--- config.mk ---
export PLATFORM = sky130hd
export DESIGN_NAME = indexed_list_insert_remove_top
export DESIGN_NICKNAME = d
export VERILOG_FILES = /design/src/sv/ilir_pkg.sv /design/src/sv/ilir_cell.sv /design/src/sv/ilir_chain.sv /design/src/sv/indexed_list_insert_remove_top.sv
export SDC_FILE = /design/constraint.sdc
export NUM_CORES = 2
export LEC_CHECK = 0
export BUFFER_PORTS_ARGS = -buffer_cell sky130_fd_sc_hd__buf_2
export CAP_MARGIN = 20
export CORE_ASPECT_RATIO = 0.75
export CORE_MARGIN = 1
export CORE_UTILIZATION = 45
export DETAILED_ROUTE_END_ITERATION = 10
export GPL_ROUTABILITY_DRIVEN = 0
export HOLD_SLACK_MARGIN = 0.12
export PLACE_DENSITY = 0.59
export SLEW_MARGIN = 5
export SYNTH_ARGS = -nofsm -noshare
export SYNTH_HDL_FRONTEND = slang
export SYNTH_SLANG_ARGS = --single-unit
--- constraint.sdc ---
create_clock -name clk -period 9.9 [get_ports clk]
set_input_delay 0 -clock clk [delete_from_list [all_inputs] [get_ports clk]]
set_output_delay 0 -clock clk [all_outputs]
set_load 0.02 [all_outputs]
--- src/sv/ilir_pkg.sv ---
// Shared types and constants of the indexed list block: operation and status
// codes, cell commands, field widths and parameter defaults.
// No dependencies.
`default_nettype none

package ilir_pkg;

  // Defaults for the top level parameters
  localparam int ILIR_CAPACITY    = 16;
  localparam int ILIR_ENTRY_WIDTH = 64;

  // Fixed field widths of the word ports
  localparam int OP_W     = 3;
  localparam int INDEX_W  = 4;
  localparam int WORD_W   = 64;
  localparam int STATUS_W = 2;
  localparam int COUNT_W  = 5;

  // Operation codes of an input word
  typedef enum logic [OP_W-1:0] {
    OP_APPEND   = 3'd0,
    OP_INSERT   = 3'd1,
    OP_REM_LAST = 3'd2,
    OP_REM_AT   = 3'd3,
    OP_ITERATE  = 3'd4
  } op_t;

  // Result status codes
  typedef enum logic [STATUS_W-1:0] {
    ST_OK    = 2'd0,
    ST_RANGE = 2'd1,
    ST_EMPTY = 2'd2,
    ST_FULL  = 2'd3
  } status_t;

  // Command broadcast to every cell of the chain
  typedef enum logic [2:0] {
    CC_HOLD   = 3'd0,
    CC_LOAD   = 3'd1,  // write word at pos
    CC_INSERT = 3'd2,  // write word at pos, cells above take left neighbor
    CC_REMOVE = 3'd3,  // cells at and above pos take right neighbor
    CC_ROTATE = 3'd4   // cells below pos take right neighbor, pos takes head
  } cell_cmd_t;

endpackage : ilir_pkg

`default_nettype wire

--- src/sv/ilir_cell.sv ---
// One storage cell of the list chain: holds a single entry and updates it
// from its neighbors, the head cell or the new word. Uses ilir_pkg.
`default_nettype none

module ilir_cell #(
  parameter int ENTRY_WIDTH = 64,
  parameter int POS_W       = 5,
  parameter int IDX         = 0
) (
  input  wire logic                   clk,
  input  wire ilir_pkg::cell_cmd_t    cmd,
  input  wire logic [POS_W-1:0]       pos,
  input  wire logic [ENTRY_WIDTH-1:0] word,
  input  wire logic [ENTRY_WIDTH-1:0] left,
  input  wire logic [ENTRY_WIDTH-1:0] right,
  input  wire logic [ENTRY_WIDTH-1:0] head,
  output logic      [ENTRY_WIDTH-1:0] data
);
  import ilir_pkg::*;

  localparam logic [POS_W-1:0] MY_POS = POS_W'(IDX);

  logic [ENTRY_WIDTH-1:0] data_next;

  // Next entry from the broadcast command and this cell's position
  always_comb begin
    data_next = data;
    unique case (cmd)
      CC_HOLD: ;
      CC_LOAD: begin
        if (MY_POS == pos) data_next = word;
      end
      CC_INSERT: begin
        if (MY_POS == pos)     data_next = word;
        else if (MY_POS > pos) data_next = left;
      end
      CC_REMOVE: begin
        if (MY_POS >= pos) data_next = right;
      end
      CC_ROTATE: begin
        if (MY_POS < pos)       data_next = right;
        else if (MY_POS == pos) data_next = head;
      end
      default: ;
    endcase
  end

  // Payload register, no reset (contents undefined until written)
  always_ff @(posedge clk) begin
    data <= data_next;
  end

endmodule : ilir_cell

`default_nettype wire

--- src/sv/ilir_chain.sv ---
// Row of CAPACITY list cells wired to their neighbors; cell 0 is the head
// and is read out during iteration. Uses ilir_pkg and ilir_cell.
`default_nettype none

module ilir_chain #(
  parameter int CAPACITY    = ilir_pkg::ILIR_CAPACITY,
  parameter int ENTRY_WIDTH = ilir_pkg::ILIR_ENTRY_WIDTH,
  parameter int POS_W       = $clog2(CAPACITY + 1)
) (
  input  wire logic                   clk,
  input  wire ilir_pkg::cell_cmd_t    cmd,
  input  wire logic [POS_W-1:0]       pos,
  input  wire logic [ENTRY_WIDTH-1:0] word,
  output logic      [ENTRY_WIDTH-1:0] head
);
  import ilir_pkg::*;

  logic [ENTRY_WIDTH-1:0] data [CAPACITY];

  assign head = data[0];

  // Each cell sees its neighbors; the ends see their own entry
  for (genvar g = 0; g < CAPACITY; g++) begin : g_cell
    logic [ENTRY_WIDTH-1:0] left_d;
    logic [ENTRY_WIDTH-1:0] right_d;

    if (g == 0) begin : g_first
      assign left_d = data[g];
    end else begin : g_mid_l
      assign left_d = data[g-1];
    end

    if (g == CAPACITY - 1) begin : g_last
      assign right_d = data[g];
    end else begin : g_mid_r
      assign right_d = data[g+1];
    end

    ilir_cell #(
      .ENTRY_WIDTH(ENTRY_WIDTH),
      .POS_W      (POS_W),
      .IDX        (g)
    ) u_cell (
      .clk  (clk),
      .cmd  (cmd),
      .pos  (pos),
      .word (word),
      .left (left_d),
      .right(right_d),
      .head (data[0]),
      .data (data[g])
    );
  end

endmodule : ilir_chain

`default_nettype wire

--- src/sv/indexed_list_insert_remove_top.sv ---
// Top level of the indexed list: op decode, fill count, iterate sequencer
// and output register around the cell chain. Uses ilir_pkg and ilir_chain.
//
//   channel | signals                                   | flow
//   --------+-------------------------------------------+--------------------
//   in      | in_valid, in_stall, op, index, entry_in   | ops into the list
//   out     | out_valid, out_stall, status, entry_out,  | one word per result
//           | entry_valid, last, count                  |
//
// Append, insert and remove update the whole chain at once and failed ops change
// nothing, so a new word is taken every cycle while out is not stalled.
// Iterate: the chain rotates one place per emitted entry
// and returns to its original order after the last one; input stalls meanwhile.
// Reset clears the fill count, the sequencer and out_valid; cells and the
// result payload have no reset.
// A stall on out holds the result and blocks new input words.
`default_nettype none

module indexed_list_insert_remove_top #(
  parameter int CAPACITY    = ilir_pkg::ILIR_CAPACITY,
  parameter int ENTRY_WIDTH = ilir_pkg::ILIR_ENTRY_WIDTH
) (
  input  wire logic                            clk,
  input  wire logic                            rst,
  // input channel
  input  wire logic                            in_valid,
  output logic                                 in_stall,
  input  wire logic [ilir_pkg::OP_W-1:0]       op,
  input  wire logic [ilir_pkg::INDEX_W-1:0]    index,
  input  wire logic [ilir_pkg::WORD_W-1:0]     entry_in,
  // output channel
  output logic                                 out_valid,
  input  wire logic                            out_stall,
  output logic      [ilir_pkg::STATUS_W-1:0]   status,
  output logic      [ilir_pkg::WORD_W-1:0]     entry_out,
  output logic                                 entry_valid,
  output logic                                 last,
  output logic      [ilir_pkg::COUNT_W-1:0]    count
);
  import ilir_pkg::*;

  localparam int FW    = $clog2(CAPACITY + 1);
  localparam int CMP_W = (FW > INDEX_W) ? FW : INDEX_W;
  localparam logic [FW-1:0] FULL_FILL = FW'(CAPACITY);
  localparam logic [FW-1:0] ONE       = FW'(1);

  typedef enum logic [1:0] {
    S_IDLE = 2'b01,
    S_ITER = 2'b10
  } state_t;

  state_t          state, state_next;
  logic [FW-1:0]   fill, fill_next;
  logic [FW-1:0]   iter_cnt, iter_cnt_next;

  cell_cmd_t              cmd;
  logic [FW-1:0]          pos;
  logic [ENTRY_WIDTH-1:0] head;

  logic                   load_ok, accept, iter_step, load_out;
  status_t                res_status;
  logic [WORD_W-1:0]      res_entry;
  logic                   res_valid, res_last;

  logic [CMP_W-1:0]       idx_w, fill_w;
  logic                   is_full, is_empty, idx_bad;

  // Handshake
  assign load_ok   = !out_valid || !out_stall;
  assign in_stall  = (state != S_IDLE) || !load_ok;
  assign accept    = in_valid && !in_stall;
  assign iter_step = (state == S_ITER) && load_ok;

  assign idx_w    = CMP_W'(index);
  assign fill_w   = CMP_W'(fill);
  assign is_full  = (fill == FULL_FILL);
  assign is_empty = (fill == '0);
  assign idx_bad  = (idx_w >= fill_w);

  // Op decode, chain command and iterate sequencing
  always_comb begin
    state_next    = state;
    fill_next     = fill;
    iter_cnt_next = iter_cnt;
    cmd           = CC_HOLD;
    pos           = fill;
    load_out      = 1'b0;
    res_status    = ST_OK;
    res_entry     = '0;
    res_valid     = 1'b0;
    res_last      = 1'b1;

    if (accept) begin
      load_out = 1'b1;
      unique case (op)
        OP_APPEND: begin
          if (is_full) begin
            res_status = ST_FULL;
          end else begin
            cmd       = CC_LOAD;
            pos       = fill;
            fill_next = fill + ONE;
          end
        end
        OP_INSERT: begin
          if (idx_bad) begin
            res_status = ST_RANGE;
          end else if (is_full) begin
            res_status = ST_FULL;
          end else begin
            cmd       = CC_INSERT;
            pos       = FW'(idx_w);
            fill_next = fill + ONE;
          end
        end
        OP_REM_LAST: begin
          if (is_empty) res_status = ST_EMPTY;
          else          fill_next  = fill - ONE;
        end
        OP_REM_AT: begin
          if (is_empty) begin
            res_status = ST_EMPTY;
          end else if (idx_bad) begin
            res_status = ST_RANGE;
          end else begin
            cmd       = CC_REMOVE;
            pos       = FW'(idx_w);
            fill_next = fill - ONE;
          end
        end
        OP_ITERATE: begin
          if (is_empty) begin
            res_status = ST_EMPTY;
          end else begin
            load_out      = 1'b0;
            state_next    = S_ITER;
            iter_cnt_next = '0;
          end
        end
        default: ;  // unknown op: no change, status ok
      endcase
    end else if (iter_step) begin
      // emit head, rotate the filled part of the chain by one
      load_out      = 1'b1;
      res_entry     = WORD_W'(head);
      res_valid     = 1'b1;
      res_last      = (iter_cnt == fill - ONE);
      cmd           = CC_ROTATE;
      pos           = fill - ONE;
      iter_cnt_next = iter_cnt + ONE;
      if (res_last) state_next = S_IDLE;
    end
  end

  ilir_chain #(
    .CAPACITY   (CAPACITY),
    .ENTRY_WIDTH(ENTRY_WIDTH),
    .POS_W      (FW)
  ) u_chain (
    .clk (clk),
    .cmd (cmd),
    .pos (pos),
    .word(entry_in[ENTRY_WIDTH-1:0]),
    .head(head)
  );

  // Control state
  always_ff @(posedge clk) begin
    if (rst) begin
      state     <= S_IDLE;
      fill      <= '0;
      iter_cnt  <= '0;
      out_valid <= 1'b0;
    end else begin
      state    <= state_next;
      fill     <= fill_next;
      iter_cnt <= iter_cnt_next;
      if (load_out)      out_valid <= 1'b1;
      else if (load_ok)  out_valid <= 1'b0;
    end
  end

  // Output word register
  always_ff @(posedge clk) begin
    if (load_out) begin
      status      <= res_status;
      entry_out   <= res_entry;
      entry_valid <= res_valid;
      last        <= res_last;
      count       <= COUNT_W'(fill_next);
    end
  end

endmodule : indexed_list_insert_remove_top

`default_nettype wire

==> summary.md <==
| Metric | Value |
|---|---|
| Launch point of the worst reg-to-reg path | state[1] |
| Initial antenna violation count | 15 |
| Crit-path max FO | between 90 and 100 |
| Std-Cell Rows | roughly 120 |
| Vias in the first global route | between 50000 and 60000 |
| Tmin final | about 6.7 ns |
| Die Y | ~320 µm |
| Die span in x | roughly 430 µm |
| Worst Hold Launch | out_stall |
| Register bit total from synthesis | around 1100 |
| Layout Skew | between 0.02 and 0.03 ns |
| Area post-placement | roughly 0.064 mm² |
| Routed wire length | between 200 and 300 mm |
| Critical Path Start Type | flop |
| Worst-path cell chain | nor2b_1, nand2_4, inv_8, nand2_1, a31oi_1, nand2_4, buf_4, nor3_2, buf_4, o31a_2, buf_4, a221o_1 |
| CTS sink count | 1110 |
| IO Count | 150 |
| DP HPWL | approximately 150 mm |
| Avg Inst Size Synth | approximately 11 µm² |
| Final setup viols | 0 |
| Clock-pin slew on the worst setup and hold paths | approximately 0.060 ns |
| CTS tree | yes |
| Post-synth cell types | between 80 and 90 |
| Hold Path Depth | 4 |
| Slew Viols, Final | 0 |
| Worst Hold End | out_valid |
| Yosys warns | 0 |
| Ys flop type | edfxtp_1 |
| DRC | 0 |
| Worst-Skew Late Latency | around 0.80 ns |
| Fin area | 0.06871 mm² |
| Remaining antenna violation count | 0 |
| First-pass GRT wire length | between 300 and 400 mm |
| Leakage dissipation | 25.25 nW |
| Routed vias | between 50000 and 60000 |
| Syn Nets | about 5600 |
| CTS max path bufs | 3 |
| R2r setup slk | 3.16 ns |
| Final Power | roughly 11 mW |
| Drt first pass iters | 10 |
| PwrDens | ~160 mW/mm² |
| F_max | between 100 and 150 MHz |
| CTS Buf Count | 115 |
| Iter 0 DRT Violations | between 10000 and 15000 |
| Setup Total Neg Slack | 0 ns |
| FFs w/ async S/R, synth | 0 |
| Worst path arrival time | 7.36 ns |
| Max-Cap Viols | 0 |
| CTS H-tree lvls | 3 |
| Largest stage delay, worst path | around 1 ns |
| Share of cells above drive strength 1 | 0.1200 |
| Layout Area Growth over Synthesis | 11.23% |
| Final net count | around 5400 |
| I/O Buffers | roughly 150 |
| R2r worst-path depth | 12 |
| Worst Path Class, Setup | flop to flop |
| Final Hold Viols | 0 |
| Worst slew pin tran | 1.323 ns |
| Worst path slowest cell | buf_4 |
| Drt via density | between 7 and 8 |
| RSZ-0062 raised after global routing | false |
| Most frequent CP cell | buf_4 |
| Starting density of the core | 0.4542 |
| Die ar. | 0.1388 mm² |
| Critical Path RT | between 10 and 15 ns |
| Drt wl/cell | between 30 and 40 µm |
| Status | finished, final reports clean |
| CP Capture Type | flop |
| Post-Syn Area | about 0.062 mm² |
| GRT Overall Usage | 0.3932 |
| Grt ovf | 0 |
| Synth Instances | between 5000 and 6000 |
| VDD IR-drop max | approximately 0.15 mV |
| Relative max-transition margin | 0.1180 |
| Tcrit/Tclk final | 0.6804 |
| Largest net degree at the start of global routing | 95 |
| Seq/Total Area, Yosys | 0.5375 |
| Hold crit path type | primary input to flop |
| Core ar. | 0.1360 mm² |
| Worst R2R End | u_chain.g_cell[12].u_cell.data[50] |
| Clock Tree Root | clkbuf_16 |
| Post-synth EDFFs | between 1000 and 1500 |
## kinds of logic after synthesis
| kind of cell | after synthesis | synth area share |
|---|---|---|
| muxes | 259 | 0.04391 |
| adders and majority gates | 8 | 0.001621 |
| DFF | 1110 | 0.5375 |
| xor gates and xnor gates | 15 | 0.002127 |
| AOI/OAI and AO/OA | 2168 | 0.2850 |
| buffers and inverters | 795 | 0.05072 |
| and+or+nand+nor | 1154 | 0.07908 |
## layout by cell type, fill, tap and decap left out, drive strengths merged, types with 21 or more instances in the layout
cell type	n
a21oi	140
mux2	96
inv	140
a31oi	72
clkbuf	152
o22ai	55
o211ai	71
a21o	69
o2111ai	21
dlygate4sd3	78
o211a	63
a221o	626
nand3	133
nor2	142
clkinv	47
a221oi	58
nor3	27
edfxtp	1097
nand2	741
o21ai	349
o31ai	62
o221ai	22
a211o	133
nor2b	74
mux2i	163
a22oi	78
a222oi	72
a22o	232
buf	305
## layer usage
layer,track usage,vias to the layer above,wire length [µm]
met1,0.5371,27510,105600
met2,0.5525,5844,113500
met5,0.003074,-,122
met4,0.1943,12,16610
met3,0.1359,1139,46670
li1,-,21930,-
## how the worst max path moves through the flow
stage                     startpoint                                 end  slack [ns]  cells past startpoint
after floorplan              fill[2]    u_chain.g_cell[0].u_cell.data[0]        1.42                     15
after global placement      state[1]  u_chain.g_cell[12].u_cell.data[46]        3.62                     12
after detailed placement    state[1]  u_chain.g_cell[12].u_cell.data[48]        3.50                     12
after CTS                   state[1]  u_chain.g_cell[12].u_cell.data[50]        3.50                     12
after global routing        state[1]  u_chain.g_cell[12].u_cell.data[49]        3.19                     12
final                       state[1]  u_chain.g_cell[12].u_cell.data[50]        3.16                     12
## power breakdown
part	switching, mW	internal [mW]
clock	2.02	2.40
combinational	0.840	0.379
sequential	0.104	5.40
total	2.96	8.18
## critical path, delay by kind of cell, from the launching register on
family	cells	cell delay, ns
AND/OR/NAND/NOR	5	1.60
AO/OA/AOI/OAI	3	1.50
flip-flops	1	0.39
buffers and inverters	4	2.94
## cell usage after synthesis (all sizes together) (6+ instances only)
master / n / area [µm²]
buf: 131 / 625.6
ha: 8 / 100.1
o211a: 63 / 630.6
mux2: 96 / 1081
and2: 6 / 37.54
nor2b: 74 / 465.5
o211ai: 71 / 543.0
a221o: 626 / 6266
o21ai: 349 / 1750
edfxtp: 1097 / 32940
xnor2: 7 / 61.31
inv: 138 / 518.0
xor2: 8 / 70.07
a22o: 232 / 2032
a222oi: 72 / 720.7
nand3: 133 / 665.6
nand2: 741 / 2781
o31ai: 62 / 508.0
a211o: 133 / 1165
nor2: 142 / 538.0
nor3: 27 / 171.4
o22ai: 55 / 344.1
nand2b: 7 / 43.79
a221oi: 58 / 531.8
mux2i: 163 / 1632
a21oi: 140 / 700.7
a21o: 69 / 518.0
o221ai: 22 / 192.7
a31oi: 72 / 456.7
clkbuf: 524 / 1982
dfxtp: 13 / 260.3
o41ai: 6 / 123.9
o2111ai: 21 / 183.9
a211oi: 6 / 57.56
a22oi: 78 / 585.6
## through the flow
stage | setup WS [ns] | util | instances | hold slack [ns]
2_1_floorplan | 1.422 | - | 5509 | 0.07161
3_3_place_gp | 3.618 | 0.4708 | 6932 | 0.3429
3_5_place_dp | 3.503 | 0.4721 | 6939 | 0.3530
4_1_cts | 3.503 | 0.5043 | 7223 | 0.2422
5_1_grt | 3.187 | 0.5051 | 7230 | 0.2793
6_report | 3.164 | 0.5052 | 7235 | 0.2686
## registers in the layout, indices dropped and copies added, names as in the netlist
| signal | cells |
|---|---|
| u_chain.g_cell.u_cell.data | 1024 |
| entry_out | 64 |
| count | 5 |
| fill | 5 |
| iter_cnt | 5 |
| state | 2 |
| status | 2 |
| entry_valid | 1 |
| last | 1 |
| out_valid | 1 |
## repair_timing
action	4_1_cts	5_1_grt
hold endpoints to repair	1044	0
buffers inserted	0	0
resized for setup	0	0
hold buffers	78	0
## cell type report
class | count | area, µm²
fillers | 11910 | 67290
flip-flops and latches | 1110 | 33200
multi-input cells | 3604 | 26220
clock buffers | 152 | 3143
repair buffers | 383 | 2897
well taps | 1785 | 2233
inverters | 140 | 535.5
clock inverters | 54 | 459.2
diodes | 7 | 17.52
No activity file was read; power rests on OpenSTA's default activity.
